**src/rtl/fds_pkg.sv**
```systemverilog
`timescale 1ns / 1ps
`default_nettype none

package fds_pkg;

    localparam int ENTRY_BYTES  = 32;
    localparam int ENTRY_ADDR_W = $clog2(ENTRY_BYTES);

    localparam logic [7:0]  ATTR_DIR     = 8'h10;
    localparam logic [7:0]  ATTR_END     = 8'h00;
    localparam logic [7:0]  NAME_DELETED = 8'hE5;
    localparam logic [7:0]  SPACE_CHAR   = 8'h20;
    localparam logic [31:0] CHAIN_END    = 32'h0FFF_FFF8;
    localparam logic [31:0] FIRST_DATA_CLUSTER = 32'd2;

    localparam logic [15:0] RESERVED_SECTORS_RST = 16'd32;
    localparam logic [7:0]  FAT_COUNT_RST        = 8'd2;
    localparam logic [31:0] FAT_SIZE_RST         = 32'd1;
    localparam logic [7:0]  SECTORS_PER_CLUSTER_RST = 8'd1;
    localparam logic [12:0] BYTES_PER_SECTOR_RST = 13'd512;
    localparam logic [27:0] ROOT_CLUSTER_RST     = 28'd2;

    typedef enum logic [1:0] {
        CMD_BYTE  = 2'd0,
        CMD_FAT   = 2'd1,
        CMD_START = 2'd2
    } cmd_t;

    typedef enum logic [2:0] {
        KIND_FILE      = 3'd0,
        KIND_DIRECTORY = 3'd1,
        KIND_DELETED   = 3'd2,
        KIND_END       = 3'd3,
        KIND_NEXT      = 3'd4,
        KIND_CHAIN_END = 3'd5
    } kind_t;

    typedef enum logic [2:0] {
        REG_RESERVED_SECTORS    = 3'd0,
        REG_FAT_COUNT           = 3'd1,
        REG_FAT_SIZE_SECTORS    = 3'd2,
        REG_SECTORS_PER_CLUSTER = 3'd3,
        REG_BYTES_PER_SECTOR    = 3'd4,
        REG_ROOT_CLUSTER        = 3'd5
    } cfg_reg_t;

endpackage

`default_nettype wire

```
**src/rtl/fds_req_if.sv**
```systemverilog
`timescale 1ns / 1ps
`default_nettype none

interface fds_req_if import fds_pkg::*; ();
    logic        valid;
    logic        ready;
    logic [1:0]  command;
    logic [7:0]  data_byte;
    logic [31:0] fat_value;

    modport source (output valid, command, data_byte, fat_value, input ready);
    modport sink (input valid, command, data_byte, fat_value, output ready);
endinterface

`default_nettype wire

```
**src/rtl/fds_rsp_if.sv**
```systemverilog
`timescale 1ns / 1ps
`default_nettype none

interface fds_rsp_if import fds_pkg::*; ();
    logic        valid;
    logic        ready;
    kind_t       kind;
    logic [63:0] name_chars;
    logic [3:0]  name_length;
    logic [23:0] extension_chars;
    logic [1:0]  extension_length;
    logic [31:0] first_cluster;
    logic [31:0] file_size;
    logic [31:0] listed_count;
    logic [31:0] next_cluster;
    logic [31:0] data_offset;
    logic [31:0] fat_offset;

    modport source (output valid, kind, name_chars, name_length, extension_chars,
                    extension_length, first_cluster, file_size, listed_count,
                    next_cluster, data_offset, fat_offset, input ready);
    modport sink (input valid, kind, name_chars, name_length, extension_chars,
                  extension_length, first_cluster, file_size, listed_count,
                  next_cluster, data_offset, fat_offset, output ready);
endinterface

`default_nettype wire

```
**src/rtl/fat32_directory_scanner.sv**
```systemverilog
// FAT32 directory scanner. A start transaction loads the root cluster, a FAT transaction
// follows the cluster chain, and directory byte transactions fill a 32-byte entry buffer
// held in a synchronous memory with one write port and one read port. The byte that
// completes an entry starts a readout of the buffer through its one read port, one byte
// per cycle, so the block accepts nothing while the entry is decoded and until its
// result is loaded into the output register. After a start or FAT transaction the block
// accepts nothing while the chain of registered multiplies and adds (ST_MUL, ST_SUM,
// ST_OFFS) forms the data and FAT byte offsets and until ST_CLUSTER loads the output
// register. A result waiting in the output register does not stall directory bytes that
// produce no result.
`timescale 1ns / 1ps
`default_nettype none

module fat32_directory_scanner import fds_pkg::*; (
    input  wire logic        clk,
    input  wire logic        rst_n,
    input  wire logic        cfg_wr_en,
    input  wire logic [2:0]  cfg_index,
    input  wire logic [31:0] cfg_wdata,
    fds_req_if.sink          request,
    fds_rsp_if.source        result
);

    localparam logic [ENTRY_ADDR_W-1:0] LAST_ADDR = ENTRY_ADDR_W'(ENTRY_BYTES - 1);
    localparam logic [ENTRY_ADDR_W-1:0] LAST_SCAN = ENTRY_ADDR_W'(ENTRY_BYTES - 2);

    typedef enum logic [7:0] {
        ST_IDLE    = 8'b0000_0001,
        ST_SCAN    = 8'b0000_0010,
        ST_DRAIN   = 8'b0000_0100,
        ST_ENTRY   = 8'b0000_1000,
        ST_MUL     = 8'b0001_0000,
        ST_SUM     = 8'b0010_0000,
        ST_OFFS    = 8'b0100_0000,
        ST_CLUSTER = 8'b1000_0000
    } state_t;

    // Configuration registers.
    logic [15:0] reserved_sectors_reg;
    logic [7:0]  fat_count_reg;
    logic [31:0] fat_size_reg;
    logic [7:0]  sectors_per_cluster_reg;
    logic [12:0] bytes_per_sector_reg;
    logic [27:0] root_cluster_reg;

    // Control state.
    state_t                  state_reg, state_next;
    logic [ENTRY_ADDR_W-1:0] byte_pos_reg, byte_pos_next;
    logic [ENTRY_ADDR_W-1:0] scan_addr_reg, scan_addr_next;
    logic                    end_seen_reg, end_seen_next;
    logic [31:0]             cluster_reg, cluster_next;
    logic [31:0]             total_reg, total_next;
    logic                    rd_valid_reg, rd_valid_next;
    logic                    out_valid_reg, out_valid_next;
    kind_t                   ckind_reg, ckind_next;
    logic                    stop8_reg, stop8_next;
    logic                    stop11_reg, stop11_next;
    logic                    stope_reg, stope_next;
    logic [3:0]              nlen8_reg, nlen8_next;
    logic [3:0]              nlen11_reg, nlen11_next;
    logic [1:0]              elen_reg, elen_next;

    // Entry buffer memory and readout.
    logic [7:0]              entry_mem [ENTRY_BYTES];
    logic [7:0]              rd_data_reg;
    logic [ENTRY_ADDR_W-1:0] rd_idx_reg;
    logic                    mem_we;

    // Decoded entry fields.
    logic [7:0]  last_byte_reg, last_byte_next;
    logic [63:0] name_reg, name_next;
    logic [23:0] ext_reg, ext_next;
    logic [7:0]  attr_reg, attr_next;
    logic [15:0] clus_hi_reg, clus_hi_next;
    logic [15:0] clus_lo_reg, clus_lo_next;
    logic [23:0] size_lo_reg, size_lo_next;

    // Offset arithmetic.
    logic [31:0] p_fat_reg, p_fat_next;
    logic [31:0] p_clu_reg, p_clu_next;
    logic [31:0] p_res_reg, p_res_next;
    logic [31:0] sector_reg, sector_next;
    logic [31:0] data_off_reg, data_off_next;
    logic [31:0] fat_off_reg, fat_off_next;

    // Output register.
    kind_t       o_kind_reg, o_kind_next;
    logic [63:0] o_name_reg, o_name_next;
    logic [3:0]  o_nlen_reg, o_nlen_next;
    logic [23:0] o_ext_reg, o_ext_next;
    logic [1:0]  o_elen_reg, o_elen_next;
    logic [31:0] o_first_reg, o_first_next;
    logic [31:0] o_size_reg, o_size_next;
    logic [31:0] o_count_reg, o_count_next;
    logic [31:0] o_next_reg, o_next_next;
    logic [31:0] o_doff_reg, o_doff_next;
    logic [31:0] o_foff_reg, o_foff_next;

    logic in_fire;
    logic out_free;
    logic is_space;

    assign request.ready = (state_reg == ST_IDLE);
    assign in_fire       = request.valid && request.ready;
    assign out_free      = !out_valid_reg || result.ready;
    assign is_space      = (rd_data_reg == SPACE_CHAR);
    assign mem_we        = in_fire && (request.command == CMD_BYTE) && !end_seen_reg;

    assign result.valid            = out_valid_reg;
    assign result.kind             = o_kind_reg;
    assign result.name_chars       = o_name_reg;
    assign result.name_length      = o_nlen_reg;
    assign result.extension_chars  = o_ext_reg;
    assign result.extension_length = o_elen_reg;
    assign result.first_cluster    = o_first_reg;
    assign result.file_size        = o_size_reg;
    assign result.listed_count     = o_count_reg;
    assign result.next_cluster     = o_next_reg;
    assign result.data_offset      = o_doff_reg;
    assign result.fat_offset       = o_foff_reg;

    always_ff @(posedge clk or negedge rst_n)
    begin
        if (!rst_n)
        begin
            reserved_sectors_reg    <= RESERVED_SECTORS_RST;
            fat_count_reg           <= FAT_COUNT_RST;
            fat_size_reg            <= FAT_SIZE_RST;
            sectors_per_cluster_reg <= SECTORS_PER_CLUSTER_RST;
            bytes_per_sector_reg    <= BYTES_PER_SECTOR_RST;
            root_cluster_reg        <= ROOT_CLUSTER_RST;
        end
        else if (cfg_wr_en)
        begin
            case (cfg_index)
                REG_RESERVED_SECTORS:    reserved_sectors_reg    <= cfg_wdata[15:0];
                REG_FAT_COUNT:           fat_count_reg           <= cfg_wdata[7:0];
                REG_FAT_SIZE_SECTORS:    fat_size_reg            <= cfg_wdata;
                REG_SECTORS_PER_CLUSTER: sectors_per_cluster_reg <= cfg_wdata[7:0];
                REG_BYTES_PER_SECTOR:    bytes_per_sector_reg    <= cfg_wdata[12:0];
                REG_ROOT_CLUSTER:        root_cluster_reg        <= cfg_wdata[27:0];
                default:                 ;
            endcase
        end
    end

    always_ff @(posedge clk)
    begin
        if (mem_we)
        begin
            entry_mem[byte_pos_reg] <= request.data_byte;
        end
        rd_data_reg <= entry_mem[scan_addr_reg];
        rd_idx_reg  <= scan_addr_reg;
    end

    always_comb
    begin
        state_next     = state_reg;
        byte_pos_next  = byte_pos_reg;
        scan_addr_next = scan_addr_reg;
        end_seen_next  = end_seen_reg;
        cluster_next   = cluster_reg;
        total_next     = total_reg;
        rd_valid_next  = 1'b0;
        ckind_next     = ckind_reg;
        stop8_next     = stop8_reg;
        stop11_next    = stop11_reg;
        stope_next     = stope_reg;
        nlen8_next     = nlen8_reg;
        nlen11_next    = nlen11_reg;
        elen_next      = elen_reg;
        last_byte_next = last_byte_reg;
        name_next      = name_reg;
        ext_next       = ext_reg;
        attr_next      = attr_reg;
        clus_hi_next   = clus_hi_reg;
        clus_lo_next   = clus_lo_reg;
        size_lo_next   = size_lo_reg;
        p_fat_next     = p_fat_reg;
        p_clu_next     = p_clu_reg;
        p_res_next     = p_res_reg;
        sector_next    = sector_reg;
        data_off_next  = data_off_reg;
        fat_off_next   = fat_off_reg;
        out_valid_next = out_valid_reg && !result.ready;
        o_kind_next    = o_kind_reg;
        o_name_next    = o_name_reg;
        o_nlen_next    = o_nlen_reg;
        o_ext_next     = o_ext_reg;
        o_elen_next    = o_elen_reg;
        o_first_next   = o_first_reg;
        o_size_next    = o_size_reg;
        o_count_next   = o_count_reg;
        o_next_next    = o_next_reg;
        o_doff_next    = o_doff_reg;
        o_foff_next    = o_foff_reg;

        // Fold each byte read back from the entry buffer into the decoded fields.
        if (rd_valid_reg)
        begin
            if (rd_idx_reg < 5'd8)
            begin
                name_next = {name_reg[55:0], rd_data_reg};
                if (!stop8_reg)
                begin
                    if (is_space)
                        stop8_next = 1'b1;
                    else
                        nlen8_next = nlen8_reg + 4'd1;
                end
            end
            if (rd_idx_reg < 5'd11)
            begin
                if (!stop11_reg)
                begin
                    if (is_space)
                        stop11_next = 1'b1;
                    else
                        nlen11_next = nlen11_reg + 4'd1;
                end
            end
            if (rd_idx_reg >= 5'd8 && rd_idx_reg < 5'd11)
            begin
                ext_next = {ext_reg[15:0], rd_data_reg};
                if (!stope_reg)
                begin
                    if (is_space)
                        stope_next = 1'b1;
                    else
                        elen_next = elen_reg + 2'd1;
                end
            end
            case (rd_idx_reg)
                5'd11:   attr_next          = rd_data_reg;
                5'd20:   clus_hi_next[7:0]  = rd_data_reg;
                5'd21:   clus_hi_next[15:8] = rd_data_reg;
                5'd26:   clus_lo_next[7:0]  = rd_data_reg;
                5'd27:   clus_lo_next[15:8] = rd_data_reg;
                5'd28:   size_lo_next[7:0]  = rd_data_reg;
                5'd29:   size_lo_next[15:8] = rd_data_reg;
                5'd30:   size_lo_next[23:16] = rd_data_reg;
                default: ;
            endcase
        end

        case (state_reg)
            ST_IDLE:
            begin
                if (in_fire)
                begin
                    if (request.command == CMD_START)
                    begin
                        cluster_next  = {4'd0, root_cluster_reg};
                        byte_pos_next = '0;
                        end_seen_next = 1'b0;
                        total_next    = '0;
                        ckind_next    = KIND_NEXT;
                        state_next    = ST_MUL;
                    end
                    else if (request.command == CMD_FAT)
                    begin
                        if (request.fat_value == 32'd0 || request.fat_value >= CHAIN_END)
                        begin
                            end_seen_next = 1'b1;
                            ckind_next    = KIND_CHAIN_END;
                        end
                        else
                        begin
                            cluster_next  = request.fat_value;
                            byte_pos_next = '0;
                            end_seen_next = 1'b0;
                            ckind_next    = KIND_NEXT;
                        end
                        state_next = ST_MUL;
                    end
                    else if (mem_we)
                    begin
                        if (byte_pos_reg == LAST_ADDR)
                        begin
                            byte_pos_next  = '0;
                            last_byte_next = request.data_byte;
                            scan_addr_next = '0;
                            stop8_next     = 1'b0;
                            stop11_next    = 1'b0;
                            stope_next     = 1'b0;
                            nlen8_next     = '0;
                            nlen11_next    = '0;
                            elen_next      = '0;
                            state_next     = ST_SCAN;
                        end
                        else
                        begin
                            byte_pos_next = byte_pos_reg + 1'b1;
                        end
                    end
                end
            end
            ST_SCAN:
            begin
                rd_valid_next = 1'b1;
                if (scan_addr_reg == LAST_SCAN)
                    state_next = ST_DRAIN;
                else
                    scan_addr_next = scan_addr_reg + 1'b1;
            end
            ST_DRAIN:
            begin
                state_next = ST_ENTRY;
            end
            ST_ENTRY:
            begin
                if (out_free)
                begin
                    if (attr_reg == ATTR_END)
                    begin
                        o_kind_next   = KIND_END;
                        end_seen_next = 1'b1;
                        o_count_next  = total_reg;
                    end
                    else if (name_reg[63:56] == NAME_DELETED)
                    begin
                        o_kind_next  = KIND_DELETED;
                        o_count_next = total_reg;
                    end
                    else
                    begin
                        o_kind_next  = (attr_reg == ATTR_DIR) ? KIND_DIRECTORY : KIND_FILE;
                        total_next   = total_reg + 32'd1;
                        o_count_next = total_reg + 32'd1;
                    end
                    o_name_next    = name_reg;
                    o_nlen_next    = (attr_reg == ATTR_DIR) ? nlen11_reg : nlen8_reg;
                    o_ext_next     = ext_reg;
                    o_elen_next    = (attr_reg == ATTR_DIR) ? 2'd0 : elen_reg;
                    o_first_next   = {clus_hi_reg, clus_lo_reg};
                    o_size_next    = {last_byte_reg, size_lo_reg};
                    o_next_next    = '0;
                    o_doff_next    = '0;
                    o_foff_next    = '0;
                    out_valid_next = 1'b1;
                    state_next     = ST_IDLE;
                end
            end
            ST_MUL:
            begin
                p_fat_next = 32'(fat_count_reg) * fat_size_reg;
                p_clu_next = (cluster_reg - FIRST_DATA_CLUSTER) * 32'(sectors_per_cluster_reg);
                p_res_next = 32'(reserved_sectors_reg) * 32'(bytes_per_sector_reg);
                state_next = ST_SUM;
            end
            ST_SUM:
            begin
                sector_next = 32'(reserved_sectors_reg) + p_fat_reg + p_clu_reg;
                state_next  = ST_OFFS;
            end
            ST_OFFS:
            begin
                data_off_next = sector_reg * 32'(bytes_per_sector_reg);
                fat_off_next  = p_res_reg + {cluster_reg[29:0], 2'b00};
                state_next    = ST_CLUSTER;
            end
            ST_CLUSTER:
            begin
                if (out_free)
                begin
                    o_kind_next    = ckind_reg;
                    o_name_next    = '0;
                    o_nlen_next    = '0;
                    o_ext_next     = '0;
                    o_elen_next    = '0;
                    o_first_next   = '0;
                    o_size_next    = '0;
                    o_count_next   = total_reg;
                    o_next_next    = cluster_reg;
                    o_doff_next    = data_off_reg;
                    o_foff_next    = fat_off_reg;
                    out_valid_next = 1'b1;
                    state_next     = ST_IDLE;
                end
            end
            default:
            begin
                state_next = ST_IDLE;
            end
        endcase
    end

    always_ff @(posedge clk or negedge rst_n)
    begin
        if (!rst_n)
        begin
            state_reg     <= ST_IDLE;
            byte_pos_reg  <= '0;
            scan_addr_reg <= '0;
            end_seen_reg  <= 1'b0;
            cluster_reg   <= '0;
            total_reg     <= '0;
            rd_valid_reg  <= 1'b0;
            out_valid_reg <= 1'b0;
            ckind_reg     <= KIND_NEXT;
            stop8_reg     <= 1'b0;
            stop11_reg    <= 1'b0;
            stope_reg     <= 1'b0;
            nlen8_reg     <= '0;
            nlen11_reg    <= '0;
            elen_reg      <= '0;
        end
        else
        begin
            state_reg     <= state_next;
            byte_pos_reg  <= byte_pos_next;
            scan_addr_reg <= scan_addr_next;
            end_seen_reg  <= end_seen_next;
            cluster_reg   <= cluster_next;
            total_reg     <= total_next;
            rd_valid_reg  <= rd_valid_next;
            out_valid_reg <= out_valid_next;
            ckind_reg     <= ckind_next;
            stop8_reg     <= stop8_next;
            stop11_reg    <= stop11_next;
            stope_reg     <= stope_next;
            nlen8_reg     <= nlen8_next;
            nlen11_reg    <= nlen11_next;
            elen_reg      <= elen_next;
        end
    end

    always_ff @(posedge clk)
    begin
        last_byte_reg <= last_byte_next;
        name_reg      <= name_next;
        ext_reg       <= ext_next;
        attr_reg      <= attr_next;
        clus_hi_reg   <= clus_hi_next;
        clus_lo_reg   <= clus_lo_next;
        size_lo_reg   <= size_lo_next;
        p_fat_reg     <= p_fat_next;
        p_clu_reg     <= p_clu_next;
        p_res_reg     <= p_res_next;
        sector_reg    <= sector_next;
        data_off_reg  <= data_off_next;
        fat_off_reg   <= fat_off_next;
        o_kind_reg    <= o_kind_next;
        o_name_reg    <= o_name_next;
        o_nlen_reg    <= o_nlen_next;
        o_ext_reg     <= o_ext_next;
        o_elen_reg    <= o_elen_next;
        o_first_reg   <= o_first_next;
        o_size_reg    <= o_size_next;
        o_count_reg   <= o_count_next;
        o_next_reg    <= o_next_next;
        o_doff_reg    <= o_doff_next;
        o_foff_reg    <= o_foff_next;
    end

endmodule

`default_nettype wire
```
**src/flat_wrapper.sv**
```systemverilog
// flat-port wrapper written by rule: the top's interface ports become plain ports
module fat32_directory_scanner_flat import fds_pkg::*;
  (clk, rst_n, cfg_wr_en, cfg_index, cfg_wdata, request_valid, request_command, request_data_byte, request_fat_value, request_ready, result_valid, result_kind, result_name_chars, result_name_length, result_extension_chars, result_extension_length, result_first_cluster, result_file_size, result_listed_count, result_next_cluster, result_data_offset, result_fat_offset, result_ready);
  fds_req_if request_i ();
  fds_rsp_if result_i ();
  input  wire logic clk;
  input  wire logic rst_n;
  input  wire logic cfg_wr_en;
  input  wire logic [2:0] cfg_index;
  input  wire logic [31:0] cfg_wdata;
  input wire logic [$bits(request_i.valid)-1:0] request_valid;
  input wire logic [$bits(request_i.command)-1:0] request_command;
  input wire logic [$bits(request_i.data_byte)-1:0] request_data_byte;
  input wire logic [$bits(request_i.fat_value)-1:0] request_fat_value;
  output wire logic [$bits(request_i.ready)-1:0] request_ready;
  output wire logic [$bits(result_i.valid)-1:0] result_valid;
  output wire logic [$bits(result_i.kind)-1:0] result_kind;
  output wire logic [$bits(result_i.name_chars)-1:0] result_name_chars;
  output wire logic [$bits(result_i.name_length)-1:0] result_name_length;
  output wire logic [$bits(result_i.extension_chars)-1:0] result_extension_chars;
  output wire logic [$bits(result_i.extension_length)-1:0] result_extension_length;
  output wire logic [$bits(result_i.first_cluster)-1:0] result_first_cluster;
  output wire logic [$bits(result_i.file_size)-1:0] result_file_size;
  output wire logic [$bits(result_i.listed_count)-1:0] result_listed_count;
  output wire logic [$bits(result_i.next_cluster)-1:0] result_next_cluster;
  output wire logic [$bits(result_i.data_offset)-1:0] result_data_offset;
  output wire logic [$bits(result_i.fat_offset)-1:0] result_fat_offset;
  input wire logic [$bits(result_i.ready)-1:0] result_ready;
  assign request_i.valid = request_valid;
  assign request_i.command = request_command;
  assign request_i.data_byte = request_data_byte;
  assign request_i.fat_value = request_fat_value;
  assign request_ready = request_i.ready;
  assign result_valid = result_i.valid;
  assign result_kind = result_i.kind;
  assign result_name_chars = result_i.name_chars;
  assign result_name_length = result_i.name_length;
  assign result_extension_chars = result_i.extension_chars;
  assign result_extension_length = result_i.extension_length;
  assign result_first_cluster = result_i.first_cluster;
  assign result_file_size = result_i.file_size;
  assign result_listed_count = result_i.listed_count;
  assign result_next_cluster = result_i.next_cluster;
  assign result_data_offset = result_i.data_offset;
  assign result_fat_offset = result_i.fat_offset;
  assign result_i.ready = result_ready;
  fat32_directory_scanner u_core (.clk(clk), .rst_n(rst_n), .cfg_wr_en(cfg_wr_en), .cfg_index(cfg_index), .cfg_wdata(cfg_wdata), .request(request_i), .result(result_i));
endmodule
```
**config.mk**
```make
export PLATFORM = sky130hd
export DESIGN_NAME = fat32_directory_scanner_flat
export DESIGN_NICKNAME = d
export VERILOG_FILES = /design/src/rtl/fds_pkg.sv /design/src/rtl/fds_req_if.sv /design/src/rtl/fds_rsp_if.sv /design/src/rtl/fat32_directory_scanner.sv /design/src/flat_wrapper.sv
export SDC_FILE = /design/constraint.sdc
export NUM_CORES = 2
export LEC_CHECK = 0
export BUFFER_PORTS_ARGS = -buffer_cell sky130_fd_sc_hd__buf_2
export CAP_MARGIN = 25
export CORE_MARGIN = 2
export CORE_UTILIZATION = 43
export CTS_BUF_LIST = sky130_fd_sc_hd__clkbuf_8
export DETAILED_ROUTE_END_ITERATION = 7
export REMOVE_ABC_BUFFERS = 1
export SYNTH_ARGS = -nofsm -noshare
export SYNTH_HDL_FRONTEND = slang
export SYNTH_SLANG_ARGS = --single-unit
```
**constraint.sdc**
```tcl
create_clock -name clk -period 17.4 [get_ports clk]
set_clock_uncertainty 0.15 [all_clocks]
set_input_delay 3.48 -clock clk [delete_from_list [all_inputs] [get_ports clk]]
set_output_delay 3.48 -clock clk [all_outputs]
set_load 0.02 [all_outputs]
```
==> results by group <==
Outcome
  • Outcome: finished clean

Synthesis
  • Async SR Flop Fraction: 0.184
  • Main synth FF type: edfxtp_1
  • Ranking of synthesized cells by area: edfxtp_1 (36%), fa_1 (20%), dfrtp_1 (6.7%), ha_1 (5.0%), and2_1 (4.7%)
  • Synth cell types: 77
  • Number of synthesized flops with an enable pin: 894
  • Cell count after synthesis: 6127
  • Sequential area share after synthesis: 0.438
  • Synthesized flop and latch total: 1111
  • Post-synth top area share: 0.365
  • Synth Area per Inst: 12.0 sq um
  • Post-Syn Area: 73600 sq um
  • Synth Warn #: 0
  • Yosys top cell by area: edfxtp_1

Routing
  • Antenna Nets Post-Route: 0
  • Vias/cell: 5.19
  • Avg WL per Cell: 20.0 microns
  • DR top layer: met5
  • WL met1: 74.8 mm
  • WL final: 177 mm
  • Residual DRC: 0
  • Met2 routed WL: 87.1 mm
  • Vias: 46.0k
  • Starting DRT DRC Count: 3166
  • Routed met3 length: 9.28 mm
  • Drt pass-1 iters: 5

Critical path
  • CP peak stage delay: 0.80 ns
  • RR Startpoint: u_core.cluster_reg[1]
  • Reg2reg path depth: 23
  • Crit. Startpoint: u_core.cluster_reg[1]
  • Worst Path Max Fanout: 11
  • Reg2reg end: u_core.p_clu_reg[31]
  • Slowest-stage cell, CP: nor4b_1
  • Crit-path cells: inv_1, ha_1, nor4b_1, nand2_1, or4_1, xor2_1, nor2b_1, fa_1, fa_1, fa_1, inv_1, fa_1, inv_1, ha_1, nor2_1, nor2_1, o21ai_0, a31oi_1, o2111ai_1, o221ai_1, a41o_1, o41ai_1, xnor3_1
  • R2r setup slk: 9.46 ns
  • Critical Path RT: 17.91 ns
  • Startpoint Class: register
  • Endpoint class of the critical path: register
  • Arrival @ worst endpoint: 8.45 ns
  • Crit path to: u_core.p_clu_reg[31]
  • CP dominant cell by count: fa_1
  • Crit Path Class: register to register

Place
  • GP Congestion: 0.877
  • I/O Buffers: 372
  • HPWL Detailed: 129 mm

Die
  • Top Ports: 373
  • DIE HEIGHT: 418 microns
  • # rows: 151
  • Die X: 418 microns
  • Initial Util: 0.434
  • Die Area: 174000 sq um
  • Core box area: 170000 sq um

STA
  • Final Cycle Share: 0.456
  • Endpoints failing setup: 0
  • Worst slew pin tran: 1.18 ns
  • Fmax: 126 MHz
  • Relative slew margins: 0.213
  • Final hold violation count: 0
  • TNS Setup: 0 ns
  • Min Tclk post-route: 7.94 ns
  • RSZ-0062 raised after global routing: no
  • Max-slew violations: 0

Clock tree
  • Clock slew at reported path FFs: 0.06 ns
  • CTS Hold Bufs: 0
  • Num CTS Buffers: 191
  • CTS tree: yes
  • Clk_lat worst skew: 0.93 ns
  • Setup bufs post-CTS: 0
  • CTS root buf: clkbuf_8
  • Clk sinks: 1111
  • Post-cts resize count: 0
  • Clock Path Buffers: 3
  • H-Tree Depth: 4

Worst hold path
  • Worst hold path class: register to register

GRT
  • First-pass GRT wire length: 278 mm
  • GRT Overall Usage: 0.207
  • GR Overflow Total: 0
  • Initial antenna violation count: 10
  • Largest net degree at the start of global routing: 189
  • Vias in the first global route: 48.3k

Cells and area
  • Layout net count: 7592
  • Synth-to-Final Area Change: 10.9%
  • Layout cells sized above 1: 0.138
  • Commonest non-fill, non-tap cell in the layout: edfxtp_1
  • Commonest non-fill, non-tap cells in the layout: edfxtp_1 (894), inv_1 (771), fa_1 (741)
  • Fillers: 15.2k
  • Max reg flops: 256

Job
  • Max-Cap Viols: 0
## logic make-up after synthesis
kind of cell	share of synthesized area
flops	0.438
compound gates	0.0466
buf+inv	0.0501
fa+ha+maj	0.251
xor+xnor	0.0303
mux	0.0470
simple gates	0.137
## final cells by class
cell class                      count  area, sq um  area share
Inverter                          709         2660      0.0326
Clock inverter                    145          907      0.0111
Antenna cell                        7         17.5    0.000215
Clock buffer                      205         2820      0.0346
Tap cell                         2218         2780      0.0340
Sequential cell                  1111        32200       0.395
Timing Repair Buffer              428         2410      0.0296
Multi-Input combinational cell   4035        37800       0.463
## through the flow
stage / hold WS, ns / worst slack, ns / utilization / instance area [sq um] / instances
floorplan: 0.250 / -1.22 / - / 72600 / 5855
global placement: 0.258 / 9.78 / 0.458 / 77600 / 8489
detailed placement: 0.257 / 9.67 / 0.458 / 77700 / 8492
CTS: 0.233 / 9.66 / 0.480 / 81400 / 8842
global route: 0.233 / 9.30 / 0.481 / 81600 / 8857
finish: 0.239 / 9.46 / 0.481 / 81600 / 8858
## worst max-delay path, delay by kind of cell, from the launching register on
| kind | cells | cell delay [ns] |
|---|---|---|
| AND/OR/NAND/NOR | 6 | 1.84 |
| XOR/XNOR | 2 | 0.87 |
| adder cells (fa/ha/maj) | 6 | 2.57 |
| flip-flops | 1 | 0.50 |
| AO/OA/AOI/OAI | 6 | 1.42 |
| buffers and inverters | 3 | 0.32 |
## worst min path at each step
stage / end / start / depth (start not counted) / slack (ns)
6_report: u_core.rd_idx_reg[3] / u_core.scan_addr_reg[3] / 0 / 0.24
5_1_grt: u_core.rd_idx_reg[3] / u_core.scan_addr_reg[3] / 0 / 0.23
4_1_cts: u_core.rd_idx_reg[3] / u_core.scan_addr_reg[3] / 0 / 0.23
3_5_place_dp: u_core.rd_idx_reg[3] / u_core.scan_addr_reg[3] / 0 / 0.26
3_3_place_gp: u_core.fat_off_reg[0] / u_core.p_res_reg[0] / 0 / 0.26
2_1_floorplan: u_core.fat_off_reg[0] / u_core.p_res_reg[0] / 0 / 0.25
## synth_stat cells (6+ instances only)
master	number
and2b_1	6
xor2_1	73
o21a_1	26
mux4_2	80
o21ai_0	116
inv_1	709
dfxtp_1	13
mux2_2	115
a21oi_1	166
nor4_1	29
nor3_1	62
o211ai_1	14
nor2b_1	162
o21bai_1	23
o31ai_1	28
and3_1	21
a21o_1	65
o22ai_1	6
or3_1	17
a31oi_1	21
dfstp_2	7
nand2_1	665
dfrtp_1	197
xnor2_1	176
nand3_1	60
buf_1	29
fa_1	741
nor2_1	247
nand3b_1	8
nand4_1	29
clkbuf_1	242
o41ai_1	8
ha_1	293
nor3b_1	11
mux2i_1	36
a211oi_1	10
a21boi_0	9
nand2b_1	68
edfxtp_1	894
and2_1	557
## metal layers
metal / GRT usage / up-vias
met5: 0 / -
met4: 0.0732 / 4
met3: 0.0371 / 243
met2: 0.342 / 1055
met1: 0.274 / 23700
li1: - / 21000
Power is left out: the tool's default activity adds up to more than one toggle a clock period on the data nets, which glitch-free logic cannot reach.
